**src/lkv_pkg.sv**
```systemverilog
`timescale 1ns / 1ps
// ----------------------------------------------------------------------------
// Linear key/value table package
// Opcodes, result status codes, the command word passed from the front end to
// the execution engine, and the engine state type.
// ----------------------------------------------------------------------------
package lkv_pkg;

  // Field widths fixed by the transaction format.
  localparam int KEY_W   = 64;
  localparam int VALUE_W = 32;
  localparam int SLOT_W  = 5;

  // Most results a single iterate transaction may produce.
  localparam int MAX_RESULTS = 32;

  typedef enum logic [1:0] {
    OP_PUT     = 2'd0,
    OP_GET     = 2'd1,
    OP_REMOVE  = 2'd2,
    OP_ITERATE = 2'd3
  } opcode_t;

  typedef enum logic [1:0] {
    ST_OK        = 2'd0,
    ST_NOT_FOUND = 2'd1,
    ST_FULL      = 2'd2
  } status_t;

  // Command word held in the queue between front end and engine.
  typedef struct packed {
    opcode_t              op;
    logic                 lookup;  // Needs a key search (all but iterate).
    logic [KEY_W-1:0]     key;     // Already masked to the key length.
    logic [VALUE_W-1:0]   value;
  } cmd_t;

  typedef enum logic [1:0] {
    BK_IDLE,
    BK_EXEC,
    BK_SCAN
  } bk_state_t;

endpackage

```
**src/lkv_queue.sv**
```systemverilog
`timescale 1ns / 1ps
// ----------------------------------------------------------------------------
// Linear key/value table command queue
// Two-entry FIFO that decouples the front end from the execution engine.
// ----------------------------------------------------------------------------
module lkv_queue (
  input  logic            clk,
  input  logic            rst_n,
  input  logic            push,
  input  lkv_pkg::cmd_t   push_cmd,
  output logic            full,
  input  logic            pop,
  output logic            not_empty,
  output lkv_pkg::cmd_t   pop_cmd
);

  lkv_pkg::cmd_t entry_r [2];
  logic       wr_ptr_r, wr_ptr_nxt;
  logic       rd_ptr_r, rd_ptr_nxt;
  logic [1:0] cnt_r, cnt_nxt;

  assign full      = (cnt_r == 2'd2);
  assign not_empty = (cnt_r != 2'd0);
  assign pop_cmd   = entry_r[rd_ptr_r];

  // Pointer and fill count update.
  always_comb begin
    wr_ptr_nxt = push ? ~wr_ptr_r : wr_ptr_r;
    rd_ptr_nxt = pop  ? ~rd_ptr_r : rd_ptr_r;
    cnt_nxt    = cnt_r;
    if (push && !pop) begin
      cnt_nxt = cnt_r + 2'd1;
    end else if (pop && !push) begin
      cnt_nxt = cnt_r - 2'd1;
    end
  end

  always_ff @(posedge clk) begin
    if (!rst_n) begin
      wr_ptr_r <= 1'b0;
      rd_ptr_r <= 1'b0;
      cnt_r    <= 2'd0;
    end else begin
      wr_ptr_r <= wr_ptr_nxt;
      rd_ptr_r <= rd_ptr_nxt;
      cnt_r    <= cnt_nxt;
    end
  end

  // Entry storage.
  always_ff @(posedge clk) begin
    if (push) begin
      entry_r[wr_ptr_r] <= push_cmd;
    end
  end

endmodule

```
**config.mk**
```make
export PLATFORM = sky130hd
export DESIGN_NAME = lkv_queue
export DESIGN_NICKNAME = d
export VERILOG_FILES = /design/src/lkv_pkg.sv /design/src/lkv_queue.sv
export SDC_FILE = /design/constraint.sdc
export NUM_CORES = 1
export LEC_CHECK = 0
export BUFFER_PORTS_ARGS = -buffer_cell sky130_fd_sc_hd__buf_2
export CAP_MARGIN = 40
export CORE_MARGIN = 1
export CORE_UTILIZATION = 35
export CTS_CLUSTER_DIAMETER = 40
export DETAILED_ROUTE_END_ITERATION = 10
export PLACE_DENSITY = 0.66
export SLEW_MARGIN = 15
export SYNTH_ARGS = -nofsm -noshare
export SYNTH_HDL_FRONTEND = slang
export SYNTH_SLANG_ARGS = --single-unit
```
**constraint.sdc**
```tcl
create_clock -name clk -period 16 [get_ports clk]
set_clock_uncertainty 0.2 [all_clocks]
set_input_delay 0 -clock clk [delete_from_list [all_inputs] [get_ports clk]]
set_output_delay 0 -clock clk [all_outputs]
set_load 0.02 [all_outputs]
```
Yosys cells after proc, flatten, opt, wreduce, memory -nomap -nowiden
Memory sizes are Yosys's and may differ from the RTL's. A register that Yosys moved wholly into a read port is not among the register bits.
Index checks and enable logic that the tools add are counted.
Word-level totals
  register bits: 4
  bits in writable memories: 198
  input bits: 103
  output and inout port bits: 101
  word-level logic and storage cells: 21
  memories: 1
Cells by class
  add/sub/neg operators: 2
  equality and inequality tests: 1
  mux-type cells: 6
  bitwise logic cells: 2
  reductions and logical operators: 6
Memories
  entry_r: depth 2, width 99, rd ports 1, clocked after Yosys merged registers in 1, wr ports 1, line lkv_queue.sv:17  | lkv_pkg::cmd_t entry_r [2];
Operator list (number)
  1-bit two-way mux: 4
  2-bit two-way mux: 2
  2-bit nonzero test: 2
  2-bit by 1-bit adder with 2-bit output, second input constant: 1
  2-bit == test, second input constant: 1
  1-bit logical AND: 2
  1-bit logical NOT: 2
  1-bit inverter: 2
  2-bit by 1-bit subtractor with 2-bit output, second input constant: 1

Depth between registers and ports, before layout
Gate-level depths: netlist (run 1).
  word-level depth: 4
  depth in mapped cells: 5
  gate-level depth less buffers: 5

Worst setup path before layout (run 1)
Ideal clock, no wire load.
  kind: reg-to-reg
  start: register wr_ptr_r
  end: memory entry_r[0][0] (netlist bit), enable pin
  arrival: 4701 ps
  data required time: 15230 ps
  setup slack: 10529 ps
  cell stages (with the launch flop): 2
  buffers on the path: 0
  cell sequence: dfxtp_1 > nor2b_1
RTL lines
  from (decl): line lkv_queue.sv:18  | logic wr_ptr_r, wr_ptr_nxt;
  from (signal assigned): line lkv_queue.sv:44  | wr_ptr_r <= wr_ptr_nxt;
  to (decl): line lkv_queue.sv:17
Straight into the memory's write port.

==> results of run 1 <==
[registers in the layout, indices dropped and copies added, names as in the netlist, named ones only]
| name | count |
|---|---|
| entry_r | 198 |
| cnt_r | 2 |
| rd_ptr_r | 1 |
| wr_ptr_r | 1 |
[final timing paths]
kind,end,cells after the start,from
worst max-delay path,pop_cmd[36],3,flip-flop
worst min register to register,cnt_r[1],2,cnt_r[1]
worst min-delay path,entry_r[1][12],2,push_cmd[12]
worst max register to register,entry_r[1][10],2,wr_ptr_r
[layout by cell type, fill, tap and decap left out, drive strengths merged]
cell type / n
buf: 207
edfxtp: 198
dlygate4sd3: 161
mux2: 99
clkbuf: 27
clkinv: 12
inv: 6
bufinv: 5
dfxtp: 5
and2: 4
nor2b: 3
xor2: 2
or2: 1
xnor2: 1
o21a: 1
o21ai: 1
or3: 1
a21boi: 1
ha: 1
clkinvlp: 1
[layer usage]
| metal | up-vias | track usage | wire (microns) |
|---|---|---|---|
| li1 | 2095 | - | - |
| met1 | 2174 | 0.163 | 6310 |
| met2 | 152 | 0.270 | 8290 |
| met3 | 34 | 0.0410 | 1140 |
| met4 | 0 | 0.0448 | 350 |
| met5 | - | 0 | 0 |
[cells by family after synthesis]
family	count (synthesis)	synth area share
compound gates	3	0.00271
xor+xnor	3	0.00356
fa+ha+maj	1	0.00169
buf+inv	12	0.0105
flops	203	0.818
mux	99	0.156
simple gates	9	0.00762
[critical path, stage by stage, from the launching register on]
cell and delay, ps:
sky130_fd_sc_hd__dfxtp_4 770, sky130_fd_sc_hd__buf_4 710, sky130_fd_sc_hd__mux2_2 420, sky130_fd_sc_hd__buf_2 160
[what timing repair did]
action / CTS / global route
hold endpoints to repair: 203 / 2
gates resized for setup: 0 / 0
hold buffers: 160 / 1
[power by group through the flow]
stage	Sequential (W)	Combinational [W]	Clock, W
2_1_floorplan	0.000633	0.0000914	0
3_5_place_dp	0.000638	0.000136	0
4_1_cts	0.000627	0.000167	0.000645
6_report	0.000626	0.000168	0.000634
3_3_place_gp	0.000636	0.000134	0
5_1_grt	0.000630	0.000179	0.000668
[cell type report]
class                           count  area [sq um]  share of cell area
Sequential cell                   203          6050               0.535
Timing Repair Buffer              368          2660               0.235
Multi-Input combinational cell    115          1280               0.113
Clock buffer                       27           676              0.0598
Tap cell                          270           338              0.0299
Clock inverter                     23           302              0.0267
Inverter                            1          3.75            0.000332
[metrics by stage]
stage / hold WS [ps] / area [sq um] / utilization / cells
after global routing: 0.854 / 11300 / 0.552 / 1007
after CTS: 0.180 / 11300 / 0.551 / 1006
final: 8.77 / 11300 / 0.552 / 1007
after global placement: -12.3 / 8710 / 0.425 / 796
after detailed placement: -8.39 / 8710 / 0.425 / 796
after floorplan: -101 / 7390 / - / 330
==> load_flow_metrics.sql, run 1 <==
INSERT INTO impl_metrics (metric_group, metric, value, unit) VALUES
('die', 'boundaryPins', '204', ''),
('setup_path', 'cp_data_arrival_time', '2660', 'ps'),
('global_routing', 'global_route.overflow_total', '0', ''),
('logic_synthesis', 'synth_fp_nets', '434', ''),
('die', 'die_x', '147', 'microns'),
('timing', 'fmax', '0.350', 'GHz'),
('placement', 'io_buffers', '203', ''),
('clock_tree', 'cts_setup_buffers', '0', ''),
('drt', 'route.detailed.wl_per_inst', '16.0', 'microns'),
('drt', 'drt_pre_antenna_iters', '4', ''),
('setup_path', 'criticalPathCategory', 'reg2out', ''),
('die', 'die_ht', '147', 'microns'),
('layout', 'area_growth', '52.9', '%'),
('global_routing', 'grt_use_total', '0.146', ''),
('die', 'initial_utilization', '0.361', ''),
('logic_synthesis', 'post_synth_main_area_contributors', 'sky130_fd_sc_hd__edfxtp_1, sky130_fd_sc_hd__mux2_2, sky130_fd_sc_hd__mux2_4', ''),
('clock_tree', 'cts_made_buffers', '27', ''),
('timing', 'setup_viol', '0', ''),
('drt', 'detail_route.iter0.violations', '210', ''),
('logic_synthesis', 'ys.warnings.count', '0', ''),
('setup_path', 'worst_setup_path_start_kind', 'flip-flop', ''),
('clock_tree', 'worstSkewPairLatency', '510', 'ps'),
('logic_synthesis', 'yosys.area.top_type_share', '0.804', ''),
('logic_synthesis', 'synth.cell_area', '7390', 'sq um'),
('logic_synthesis', 'yosysSeqAreaShare', '0.818', ''),
('die', 'placeableCoreArea', '20500', 'sq um'),
('logic_synthesis', 'yosysUniqueCellTypes', '17', ''),
('placement', 'globalplace.congestion', '0.721', ''),
('power', 'leakagePower', '4.34', 'nW'),
('die', 'row_count', '52', ''),
('global_routing', 'antenna_found_initial', '0', ''),
('power', 'combPwrFrac', '0.117', ''),
('drt', 'vias_per_cell', '4.42', ''),
('job', 'max-cap-violations', '0', ''),
('logic_synthesis', 'ys_seq_elements', '203', ''),
('global_routing', 'grt_start_max_net_pins', '51', ''),
('setup_path', 'reg2reg_slack', '13690', 'ps'),
('power', 'ir_worst_vdd', '0.0818', 'mV'),
('global_routing', 'grt_first_pass_wirelength', '25.0', 'mm'),
('timing', 'finalCriticalPeriod', '2860', 'ps'),
('timing', 'finalMaxSlewViolations', '0', ''),
('logic_synthesis', 'synth.largest_area_cell', 'sky130_fd_sc_hd__edfxtp_1', ''),
('run_status', 'status', 'finished clean', ''),
('logic_synthesis', 'yosysMostFrequentCell', 'sky130_fd_sc_hd__edfxtp_1', ''),
('clock_tree', 'clock_sink_count', '203', ''),
('power', 'p_switching', '0.000333', 'W'),
('logic_synthesis', 'netlist_instances', '330', ''),
('placement', 'place.detailed.hpwl', '8.92', 'mm'),
('layout', 'final.fill_count', '1610', ''),
('clock_tree', 'tritoncts', 'built', ''),
('setup_path', 'maximum_net_fanout_on_the_critical_path', '50', ''),
('clock_tree', 'cts_max_path_buffers', '3', ''),
('drt', 'detailroute.via_count', '4455', ''),
('clock_tree', 'clock_tree.htree_level_count', '1', ''),
('clock_tree', 'cts_root_buf', 'sky130_fd_sc_hd__clkbuf_16', ''),
('power', 'power.internal', '0.00110', 'W'),
('min_path', 'holdCritPathClass', 'in2reg', ''),
('power', 'switching_share', '0.233', ''),
('layout', 'post_route_cells_drive_above_1_share', '0.484', ''),
('timing', 'hold_viol_final', '0', ''),
('clock_tree', 'clk_transition_reported_paths', '60', 'ps'),
('power', 'power_density', '126', 'nW/um^2'),
('timing', 'setup_slack_after_layout', '13140', 'ps'),
('setup_path', 'critical_path.endpoint_type', 'primary output', ''),
('logic_synthesis', 'synthFlopType', 'sky130_fd_sc_hd__edfxtp_1', ''),
('layout', 'antenna_cells_inserted', '0', ''),
('power', 'post-layout-total-power', '0.00143', 'W'),
('placement', 'preCtsSetupSlack', '13630', 'ps'),
('timing', 'totalNegativeSetupSlack', '0', 'ps'),
('logic_synthesis', 'synthArstFlopShare', '0', ''),
('power', 'clock_power_share', '0.444', '');
No activity file was read; power rests on OpenSTA's default activity.
==> run 2, diff against run 1 <==
--- a/config.mk
+++ b/config.mk
@@ -11,7 +11,7 @@
 export CORE_UTILIZATION = 35
 export CTS_CLUSTER_DIAMETER = 40
 export DETAILED_ROUTE_END_ITERATION = 10
-export PLACE_DENSITY = 0.66
+export PLACE_DENSITY = 0.68
 export SLEW_MARGIN = 15
 export SYNTH_ARGS = -nofsm -noshare
 export SYNTH_HDL_FRONTEND = slang
==> constraint.sdc (replaced) <==
create_clock -name clk -period 2.5 [get_ports clk]
set_clock_uncertainty 0.2 [all_clocks]
set_input_delay 0 -clock clk [delete_from_list [all_inputs] [get_ports clk]]
set_output_delay 0 -clock clk [all_outputs]
set_load 0.02 [all_outputs]
==> run 2 against run 1 <==
Net effect: the run now fails in clock tree synthesis (4_1_cts); synthesized area unchanged; synthesized cell count did not move.
==> load_flow_metrics.sql, run 2 <==
INSERT INTO impl_metrics (metric_group, metric, value, unit) VALUES
('run_status', 'status', 'stopped before the end', ''),
('run_status', 'failing_step', 'clock tree synthesis (4_1_cts)', ''),
('run_status', 'flow.first_error', '[ERROR RSZ-0060] Max buffer count reached.', ''),
('logic_synthesis', 'post_synth_main_area_contributors', 'sky130_fd_sc_hd__edfxtp_1, sky130_fd_sc_hd__mux2_2, sky130_fd_sc_hd__mux2_4', ''),
('clock_tree', 'cts_made_buffers', '29', ''),
('logic_synthesis', 'yosysUniqueCellTypes', '17', ''),
('logic_synthesis', 'synth_fp_nets', '434', ''),
('placement', 'io_buffers', '203', ''),
('clock_tree', 'cts_root_buf', 'sky130_fd_sc_hd__clkbuf_16', ''),
('clock_tree', 'cts.repair.resized', '0', ''),
('die', 'die_x', '147', 'microns'),
('logic_synthesis', 'synthFlopType', 'sky130_fd_sc_hd__edfxtp_1', ''),
('logic_synthesis', 'synth.largest_area_cell', 'sky130_fd_sc_hd__edfxtp_1', ''),
('die', 'boundaryPins', '204', ''),
('logic_synthesis', 'synthArstFlopShare', '0', ''),
('logic_synthesis', 'netlist_instances', '330', ''),
('logic_synthesis', 'yosysMostFrequentCell', 'sky130_fd_sc_hd__edfxtp_1', ''),
('placement', 'globalplace.congestion', '0.693', ''),
('logic_synthesis', 'ys.warnings.count', '0', ''),
('clock_tree', 'cts_hold_buffers', '171', ''),
('die', 'initial_utilization', '0.361', ''),
('clock_tree', 'clock_tree.htree_level_count', '1', ''),
('logic_synthesis', 'ys_seq_elements', '203', ''),
('logic_synthesis', 'ys_top_cells_by_count', 'sky130_fd_sc_hd__edfxtp_1, sky130_fd_sc_hd__mux2_2, sky130_fd_sc_hd__mux2_4', ''),
('logic_synthesis', 'syn_area_per_cell', '22.4', 'sq um'),
('die', 'die_ht', '147', 'microns'),
('die', 'row_count', '52', ''),
('logic_synthesis', 'synth.cell_area', '7390', 'sq um'),
('logic_synthesis', 'yosys.area.top_type_share', '0.804', ''),
('logic_synthesis', 'synth-edff-count', '198', ''),
('placement', 'place.detailed.hpwl', '9.01', 'mm'),
('logic_synthesis', 'yosysSeqAreaShare', '0.818', ''),
('clock_tree', 'clock_sink_count', '203', ''),
('clock_tree', 'cts_setup_buffers', '0', ''),
('clock_tree', 'cts_max_path_buffers', '3', '');
## run 2: cell counts after synthesis
Identical to the previous run, type by type.
## run 2: logic make-up after synthesis
kind of cell	synth area share
fa+ha+maj	0.00169
simple gates	0.00762
compound gates	0.00271
xor+xnor	0.00356
flops	0.818
buf+inv	0.0105
mux	0.156
## run 2: through the flow
step / cell area (sq um) / instances / worst slack (ps) / util
after global placement: 8780 / 798 / 776 / 0.428
after detailed placement: 8780 / 798 / 719 / 0.428
after floorplan: 7400 / 330 / 71.3 / -
==> run 3, diff against run 2 <==
--- a/config.mk
+++ b/config.mk
@@ -8,10 +8,9 @@
 export BUFFER_PORTS_ARGS = -buffer_cell sky130_fd_sc_hd__buf_2
 export CAP_MARGIN = 40
 export CORE_MARGIN = 1
-export CORE_UTILIZATION = 35
-export CTS_CLUSTER_DIAMETER = 40
+export CORE_UTILIZATION = 20
 export DETAILED_ROUTE_END_ITERATION = 10
-export PLACE_DENSITY = 0.68
+export PLACE_DENSITY_LB_ADDON = 0.15
 export SLEW_MARGIN = 15
 export SYNTH_ARGS = -nofsm -noshare
 export SYNTH_HDL_FRONTEND = slang
==> constraint.sdc (replaced) <==
create_clock -name clk -period 3.25 [get_ports clk]
set_clock_uncertainty 0.2 [all_clocks]
set_input_delay 0 -clock clk [delete_from_list [all_inputs] [get_ports clk]]
set_output_delay 0 -clock clk [all_outputs]
set_load 0.02 [all_outputs]
==> run 3 against run 2 <==
Net effect: the flow now finishes without violations.
==> load_flow_metrics.sql, run 3 (synthesis gave the netlist of run 1 again) <==
INSERT INTO impl_metrics (metric_group, metric, value, unit) VALUES
('setup_path', 'critical_path.endpoint_type', 'primary output', ''),
('timing', 'timing.final.crit_share', '0.717', ''),
('timing', 'max-slew-margin-rel', '0.531', ''),
('placement', 'io_buffers', '203', ''),
('timing', 'setup_viol', '0', ''),
('die', 'initial_utilization', '0.202', ''),
('clock_tree', 'clk_transition_reported_paths', '60', 'ps'),
('die', 'placeableCoreArea', '36500', 'sq um'),
('setup_path', 'worst_r2r_path_depth', '2', ''),
('layout', 'finalInstanceArea', '11200', 'sq um'),
('setup_path', 'critPathMaxStageDelay', '570', 'ps'),
('placement', 'globalplace.congestion', '0.658', ''),
('setup_path', 'criticalPathCategory', 'reg2out', ''),
('timing', 'grt_setup_unrepaired', 'false', ''),
('clock_tree', 'cts.repair.resized', '0', ''),
('timing', 'fmax', '0.429', 'GHz'),
('global_routing', 'grt_start_max_net_pins', '57', ''),
('clock_tree', 'clock_sink_count', '203', ''),
('drt', 'route.detailed.wl_per_inst', '14.1', 'microns'),
('placement', 'place.detailed.hpwl', '10.4', 'mm'),
('layout', 'post_route_cells_drive_above_1_share', '0.471', ''),
('die', 'die_ht', '194', 'microns'),
('setup_path', 'regToRegEndpoint', 'entry_r[1][71]', ''),
('layout', 'post_layout_nonfiller_instances', '1188', ''),
('setup_path', 'crit_required', '3050', 'ps'),
('drt', 'detailroute.via_count', '4324', ''),
('layout', 'leading_cell_type_in_the_layout_fill_and_taps_excluded', 'sky130_fd_sc_hd__buf_2', ''),
('drt', 'remaining_drc_errors', '0', ''),
('timing', 'finalMaxSlewViolations', '0', ''),
('layout', 'antenna_cells_inserted', '0', ''),
('clock_tree', 'cts_root_buf', 'sky130_fd_sc_hd__clkbuf_16', ''),
('timing', 'hold_viol_final', '0', ''),
('clock_tree', 'cts_made_buffers', '24', ''),
('setup_path', 'path_cells', 'buf_4 > mux2_2 > buf_2', ''),
('drt', 'antenna_violating_nets_post_route', '0', ''),
('layout', 'final_nets', '807', ''),
('setup_path', 'cp_slowest_cell', 'sky130_fd_sc_hd__buf_4', ''),
('drt', 'detail_route.iter0.violations', '119', ''),
('global_routing', 'global_route.overflow_total', '0', ''),
('setup_path', 'worst_setup_path_start_kind', 'flip-flop', ''),
('setup_path', 'reg2reg_slack', '1240', 'ps'),
('setup_path', 'cp_data_arrival_time', '2130', 'ps'),
('timing', 'finalCriticalPeriod', '2330', 'ps'),
('die', 'fp.dieArea', '37700', 'sq um'),
('setup_path', 'crit_cells', '3', ''),
('setup_path', 'path_delay_family', 'buffers and inverters', ''),
('drt', 'vias_per_cell', '3.64', ''),
('clock_tree', 'cts_max_path_buffers', '3', ''),
('drt', 'drt-total-wl', '16.7', 'mm'),
('setup_path', 'crit_buf_inv', '2', ''),
('die', 'boundaryPins', '204', ''),
('setup_path', 'worst_setup_path_endpoint', 'pop_cmd[77]', ''),
('clock_tree', 'cts_setup_buffers', '0', ''),
('min_path', 'holdCritPathClass', 'in2reg', ''),
('global_routing', 'grt_first_pass_wirelength', '26.8', 'mm'),
('layout', 'biggestRegsByFlops', 'entry_r: 198 flops, cnt_r: 2 flops', ''),
('job', 'max-cap-violations', '0', ''),
('run_status', 'status', 'finished clean', ''),
('clock_tree', 'worstSkewPairLatency', '510', 'ps'),
('min_path', 'hold_path_startpoint', 'push_cmd[18]', ''),
('layout', 'largest_register_ffs', '198', ''),
('layout', 'top_register', 'entry_r', ''),
('power', 'ir_worst_vdd', '0.333', 'mV'),
('die', 'row_count', '70', ''),
('drt', 'drt_pre_antenna_iters', '4', ''),
('die', 'die_x', '194', 'microns'),
('layout', 'utilization', '0.307', ''),
('timing', 'worstMarginPinSlew', '703', 'ps'),
('layout', 'area_growth', '51.7', '%'),
('setup_path', 'maximum_net_fanout_on_the_critical_path', '45', ''),
('global_routing', 'antenna_found_initial', '0', ''),
('power', 'leakagePower', '4.18', 'nW'),
('global_routing', 'grt_pass1_vias', '4898', ''),
('power', 'power_density', '564', 'nW/um^2'),
('clock_tree', 'clock_tree.htree_level_count', '1', ''),
('global_routing', 'grt_use_total', '0.0903', ''),
('placement', 'dp.cells', '995', ''),
('clock_tree', 'tritoncts', 'built', ''),
('timing', 'totalNegativeSetupSlack', '0', 'ps'),
('layout', 'final_cell_mix', 'sky130_fd_sc_hd__buf_2, sky130_fd_sc_hd__edfxtp_1, sky130_fd_sc_hd__dlygate4sd3_1', ''),
('setup_path', 'reg_to_reg_start', 'wr_ptr_r', ''),
('placement', 'dpl-instance-area', '8990', 'sq um');
[run 3: routing by layer]
| layer | share of wire | GRT usage | vias up |
|---|---|---|---|
| met3 | 0.055 | 0.0240 | 27 |
| met5 | 0 | 0 | - |
| met4 | 0.032 | 0.0309 | 0 |
| met2 | 0.50 | 0.161 | 126 |
| li1 | - | - | 2057 |
| met1 | 0.41 | 0.104 | 2114 |
[run 3: how the worst min path moves through the flow]
stage | end | slack [ps] | cells past startpoint
floorplan | entry_r[0][0] | -100 | 0
global placement | entry_r[1][6] | -10 | 1
detailed placement | entry_r[0][2] | -9 | 1
CTS | entry_r[1][91] | 0.05 | 2
global route | entry_r[1][68] | 1 | 2
finish | entry_r[0][18] | 30 | 2
[run 3: repair_timing]
| action | 4_1_cts | 5_1_grt |
|---|---|---|
| hold endpoints to repair | 203 | 0 |
| endpoints found under the setup margin | 0 | 0 |
| hold buffers | 149 | 0 |
[run 3: cell type report]
class / count / area, sq um
Clock inverter: 5 / 25.0
Timing Repair Buffer: 358 / 2600
Fill cell: 3683 / 25300
Multi-Input combinational cell: 115 / 1280
Tap cell: 468 / 586
Sequential cell: 203 / 6050
Inverter: 1 / 3.75
Clock buffer: 38 / 674
[run 3: per-stage QoR]
stage	power [W]	worst slack (ps)	hold WS (ps)
final	0.00632	920	26.0
after CTS	0.00646	811	0.0511
after detailed placement	0.00384	1170	-8.96
after global routing	0.00661	752	1.47
after floorplan	0.00356	821	-101
after global placement	0.00382	1220	-12.3
[run 3: power breakdown]
part	total, W	internal, W	switching (W)	leakage, nW
clock network	0.00241	0.00141	0.000993	0.337
logic	0.000850	0.000410	0.000440	1.94
registers	0.00306	0.00303	0.0000356	1.90
total	0.00632	0.00485	0.00147	4.18
==> run 4, diff against run 3 <==
==> constraint.sdc (replaced) <==
create_clock -name clk -period 2.1 [get_ports clk]
set_clock_uncertainty 0.2 [all_clocks]
set_input_delay 0 -clock clk [delete_from_list [all_inputs] [get_ports clk]]
set_output_delay 0 -clock clk [all_outputs]
set_load 0.02 [all_outputs]
==> run 4 against run 3 <==
Net effect: clock power grew 81%; cell area grew 3.9%; first-iteration DRC count grew 4.2%; total power grew 66%; sequential cell count is the same; utilization grew 1.2 points; die area is the same.
==> load_flow_metrics.sql, run 4 (synthesis gave the netlist of run 1 again) <==
INSERT INTO impl_metrics (metric_group, metric, value, unit) VALUES
('timing', 'totalNegativeSetupSlack', '0', 'ps'),
('layout', 'final_nets', '833', ''),
('setup_path', 'path_delay_family', 'buffers and inverters', ''),
('clock_tree', 'cts_max_path_buffers', '3', ''),
('timing', 'grt_setup_unrepaired', 'false', ''),
('clock_tree', 'cts_made_buffers', '24', ''),
('global_routing', 'grt_pass1_vias', '4975', ''),
('power', 'leakagePower', '4.38', 'nW'),
('die', 'fp.dieArea', '37700', 'sq um'),
('drt', 'antenna_violating_nets_post_route', '0', ''),
('clock_tree', 'tritoncts', 'built', ''),
('drt', 'route.detailed.wl_per_inst', '14.5', 'microns'),
('die', 'die_x', '194', 'microns'),
('placement', 'dp.cells', '998', ''),
('setup_path', 'reg_to_reg_start', 'wr_ptr_r', ''),
('setup_path', 'crit_cells', '3', ''),
('drt', 'detail_route.iter0.violations', '124', ''),
('setup_path', 'crit_buf_inv', '2', ''),
('layout', 'final_cell_mix', 'sky130_fd_sc_hd__buf_2, sky130_fd_sc_hd__edfxtp_1, sky130_fd_sc_hd__dlygate4sd3_1', ''),
('setup_path', 'regToRegEndpoint', 'wr_ptr_r', ''),
('clock_tree', 'cts_root_buf', 'sky130_fd_sc_hd__clkbuf_16', ''),
('global_routing', 'grt_first_pass_wirelength', '27.5', 'mm'),
('layout', 'top_register', 'entry_r', ''),
('setup_path', 'crit_required', '1900', 'ps'),
('global_routing', 'grt_use_total', '0.0939', ''),
('setup_path', 'cp_slowest_cell', 'sky130_fd_sc_hd__dfxtp_4', ''),
('layout', 'ff_latch_area', '6050', 'sq um'),
('power', 'power_density', '900', 'nW/um^2'),
('timing', 'hold_viol_final', '0', ''),
('timing', 'finalMaxSlewViolations', '0', ''),
('setup_path', 'cp_data_arrival_time', '1770', 'ps'),
('timing', 'timing.final.crit_share', '0.937', ''),
('clock_tree', 'clk_transition_reported_paths', '60', 'ps'),
('layout', 'final.fill_count', '3600', ''),
('setup_path', 'critPathMaxStageDelay', '420', 'ps'),
('clock_tree', 'clock_sink_count', '203', ''),
('global_routing', 'antenna_found_initial', '1', ''),
('power', 'post-layout-total-power', '0.0105', 'W'),
('die', 'placeableCoreArea', '36500', 'sq um'),
('clock_tree', 'worstSkewPairLatency', '520', 'ps'),
('layout', 'area_growth', '57.7', '%'),
('setup_path', 'worst_r2r_path_depth', '4', ''),
('setup_path', 'worst_setup_path_endpoint', 'pop_cmd[76]', ''),
('die', 'boundaryPins', '204', ''),
('die', 'die_ht', '194', 'microns'),
('drt', 'vias_per_cell', '3.67', ''),
('die', 'row_count', '70', ''),
('drt', 'drt-total-wl', '17.6', 'mm'),
('timing', 'setup_viol', '0', ''),
('setup_path', 'path_cells', 'buf_16 > mux2_2 > buf_2', ''),
('min_path', 'holdCritPathClass', 'in2reg', ''),
('clock_tree', 'clock_tree.htree_level_count', '1', ''),
('drt', 'drt_pre_antenna_iters', '3', ''),
('layout', 'biggestRegsByFlops', 'entry_r: 198 flops, cnt_r: 2 flops', ''),
('setup_path', 'worst_setup_path_start_kind', 'flip-flop', ''),
('setup_path', 'criticalPathCategory', 'reg2out', ''),
('power', 'ir_worst_vdd', '0.665', 'mV'),
('layout', 'leading_cell_type_in_the_layout_fill_and_taps_excluded', 'sky130_fd_sc_hd__buf_2', ''),
('timing', 'worstMarginPinSlew', '547', 'ps'),
('drt', 'remaining_drc_errors', '0', ''),
('layout', 'utilization', '0.319', ''),
('layout', 'largest_register_ffs', '198', ''),
('layout', 'post_route_cells_drive_above_1_share', '0.469', ''),
('placement', 'place.detailed.hpwl', '10.5', 'mm'),
('setup_path', 'maximum_net_fanout_on_the_critical_path', '39', ''),
('clock_tree', 'cts_setup_buffers', '0', ''),
('placement', 'globalplace.congestion', '0.673', ''),
('timing', 'max-slew-margin-rel', '0.635', ''),
('layout', 'post_layout_nonfiller_instances', '1216', ''),
('die', 'initial_utilization', '0.202', ''),
('run_status', 'status', 'finished clean', ''),
('timing', 'fmax', '0.508', 'GHz'),
('layout', 'multi_input_area', '1280', 'sq um'),
('timing', 'finalCriticalPeriod', '1970', 'ps'),
('timing', 'timing.hold.ws', '16.0', 'ps'),
('global_routing', 'global_route.overflow_total', '0', ''),
('drt', 'detailroute.via_count', '4467', ''),
('placement', 'io_buffers', '203', ''),
('global_routing', 'grt_start_max_net_pins', '65', ''),
('setup_path', 'reg2reg_slack', '290', 'ps'),
('job', 'max-cap-violations', '0', ''),
('setup_path', 'critical_path.endpoint_type', 'primary output', '');
## run 4: worst min path at each step
stage	from	endpoint	slack, ps	cells after the start
floorplan	push_cmd[0]	entry_r[0][0]	-100	0
global placement	push_cmd[40]	entry_r[0][40]	-10	1
detailed placement	push_cmd[42]	entry_r[0][42]	-9	1
CTS	push_cmd[81]	entry_r[1][81]	2	2
global route	push_cmd[24]	entry_r[1][24]	7	2
finish	push_cmd[46]	entry_r[1][46]	20	2
## run 4: final cells by class
class / count / area share
sequential: 203 / 0.519
timing repair buffer: 384 / 0.249
multi-input combinational: 115 / 0.110
clock buffer: 28 / 0.0547
tap: 468 / 0.0503
clock inverter: 16 / 0.0169
inverter: 1 / 0.000322
antenna: 1 / 0.000215
## run 4: what timing repair did
action | in CTS | in global routing
gates resized for setup | 2 | 1
hold endpoints to repair | 273 | 4
setup endpoints to repair | 69 | 5
pin swaps | 0 | 0
gates cloned | 1 | 0
hold buffers | 170 | 2
## run 4: worst reg2reg max path, delay by kind of cell (launching register included)
kind | cells | cell delay [ps]
buffers and inverters | 2 | 890
AOI/OAI and AO/OA | 1 | 190
and+or+nand+nor | 1 | 130
DFF | 1 | 340
## run 4: metal layers
metal,wire length (microns),share of wire,up-vias,GRT usage
met5,0,0,-,0
met4,426,0.024,0,0.0294
met3,1070,0.061,28,0.0297
met2,8730,0.50,124,0.167
met1,7350,0.42,2201,0.106
li1,-,-,2114,-
## run 4: power by group
group	leakage, nW	internal [W]	switching (W)
clock network	0.409	0.00276	0.00160
logic	2.07	0.000680	0.000704
registers	1.90	0.00468	0.0000533
## run 4: through the flow
step | setup WS, ps | instance area (sq um)
after floorplan | -319 | 7400
after global placement | 543 | 9060
after detailed placement | 524 | 9060
after CTS | 21.1 | 11600
after global routing | 23.1 | 11700
final | 133 | 11700
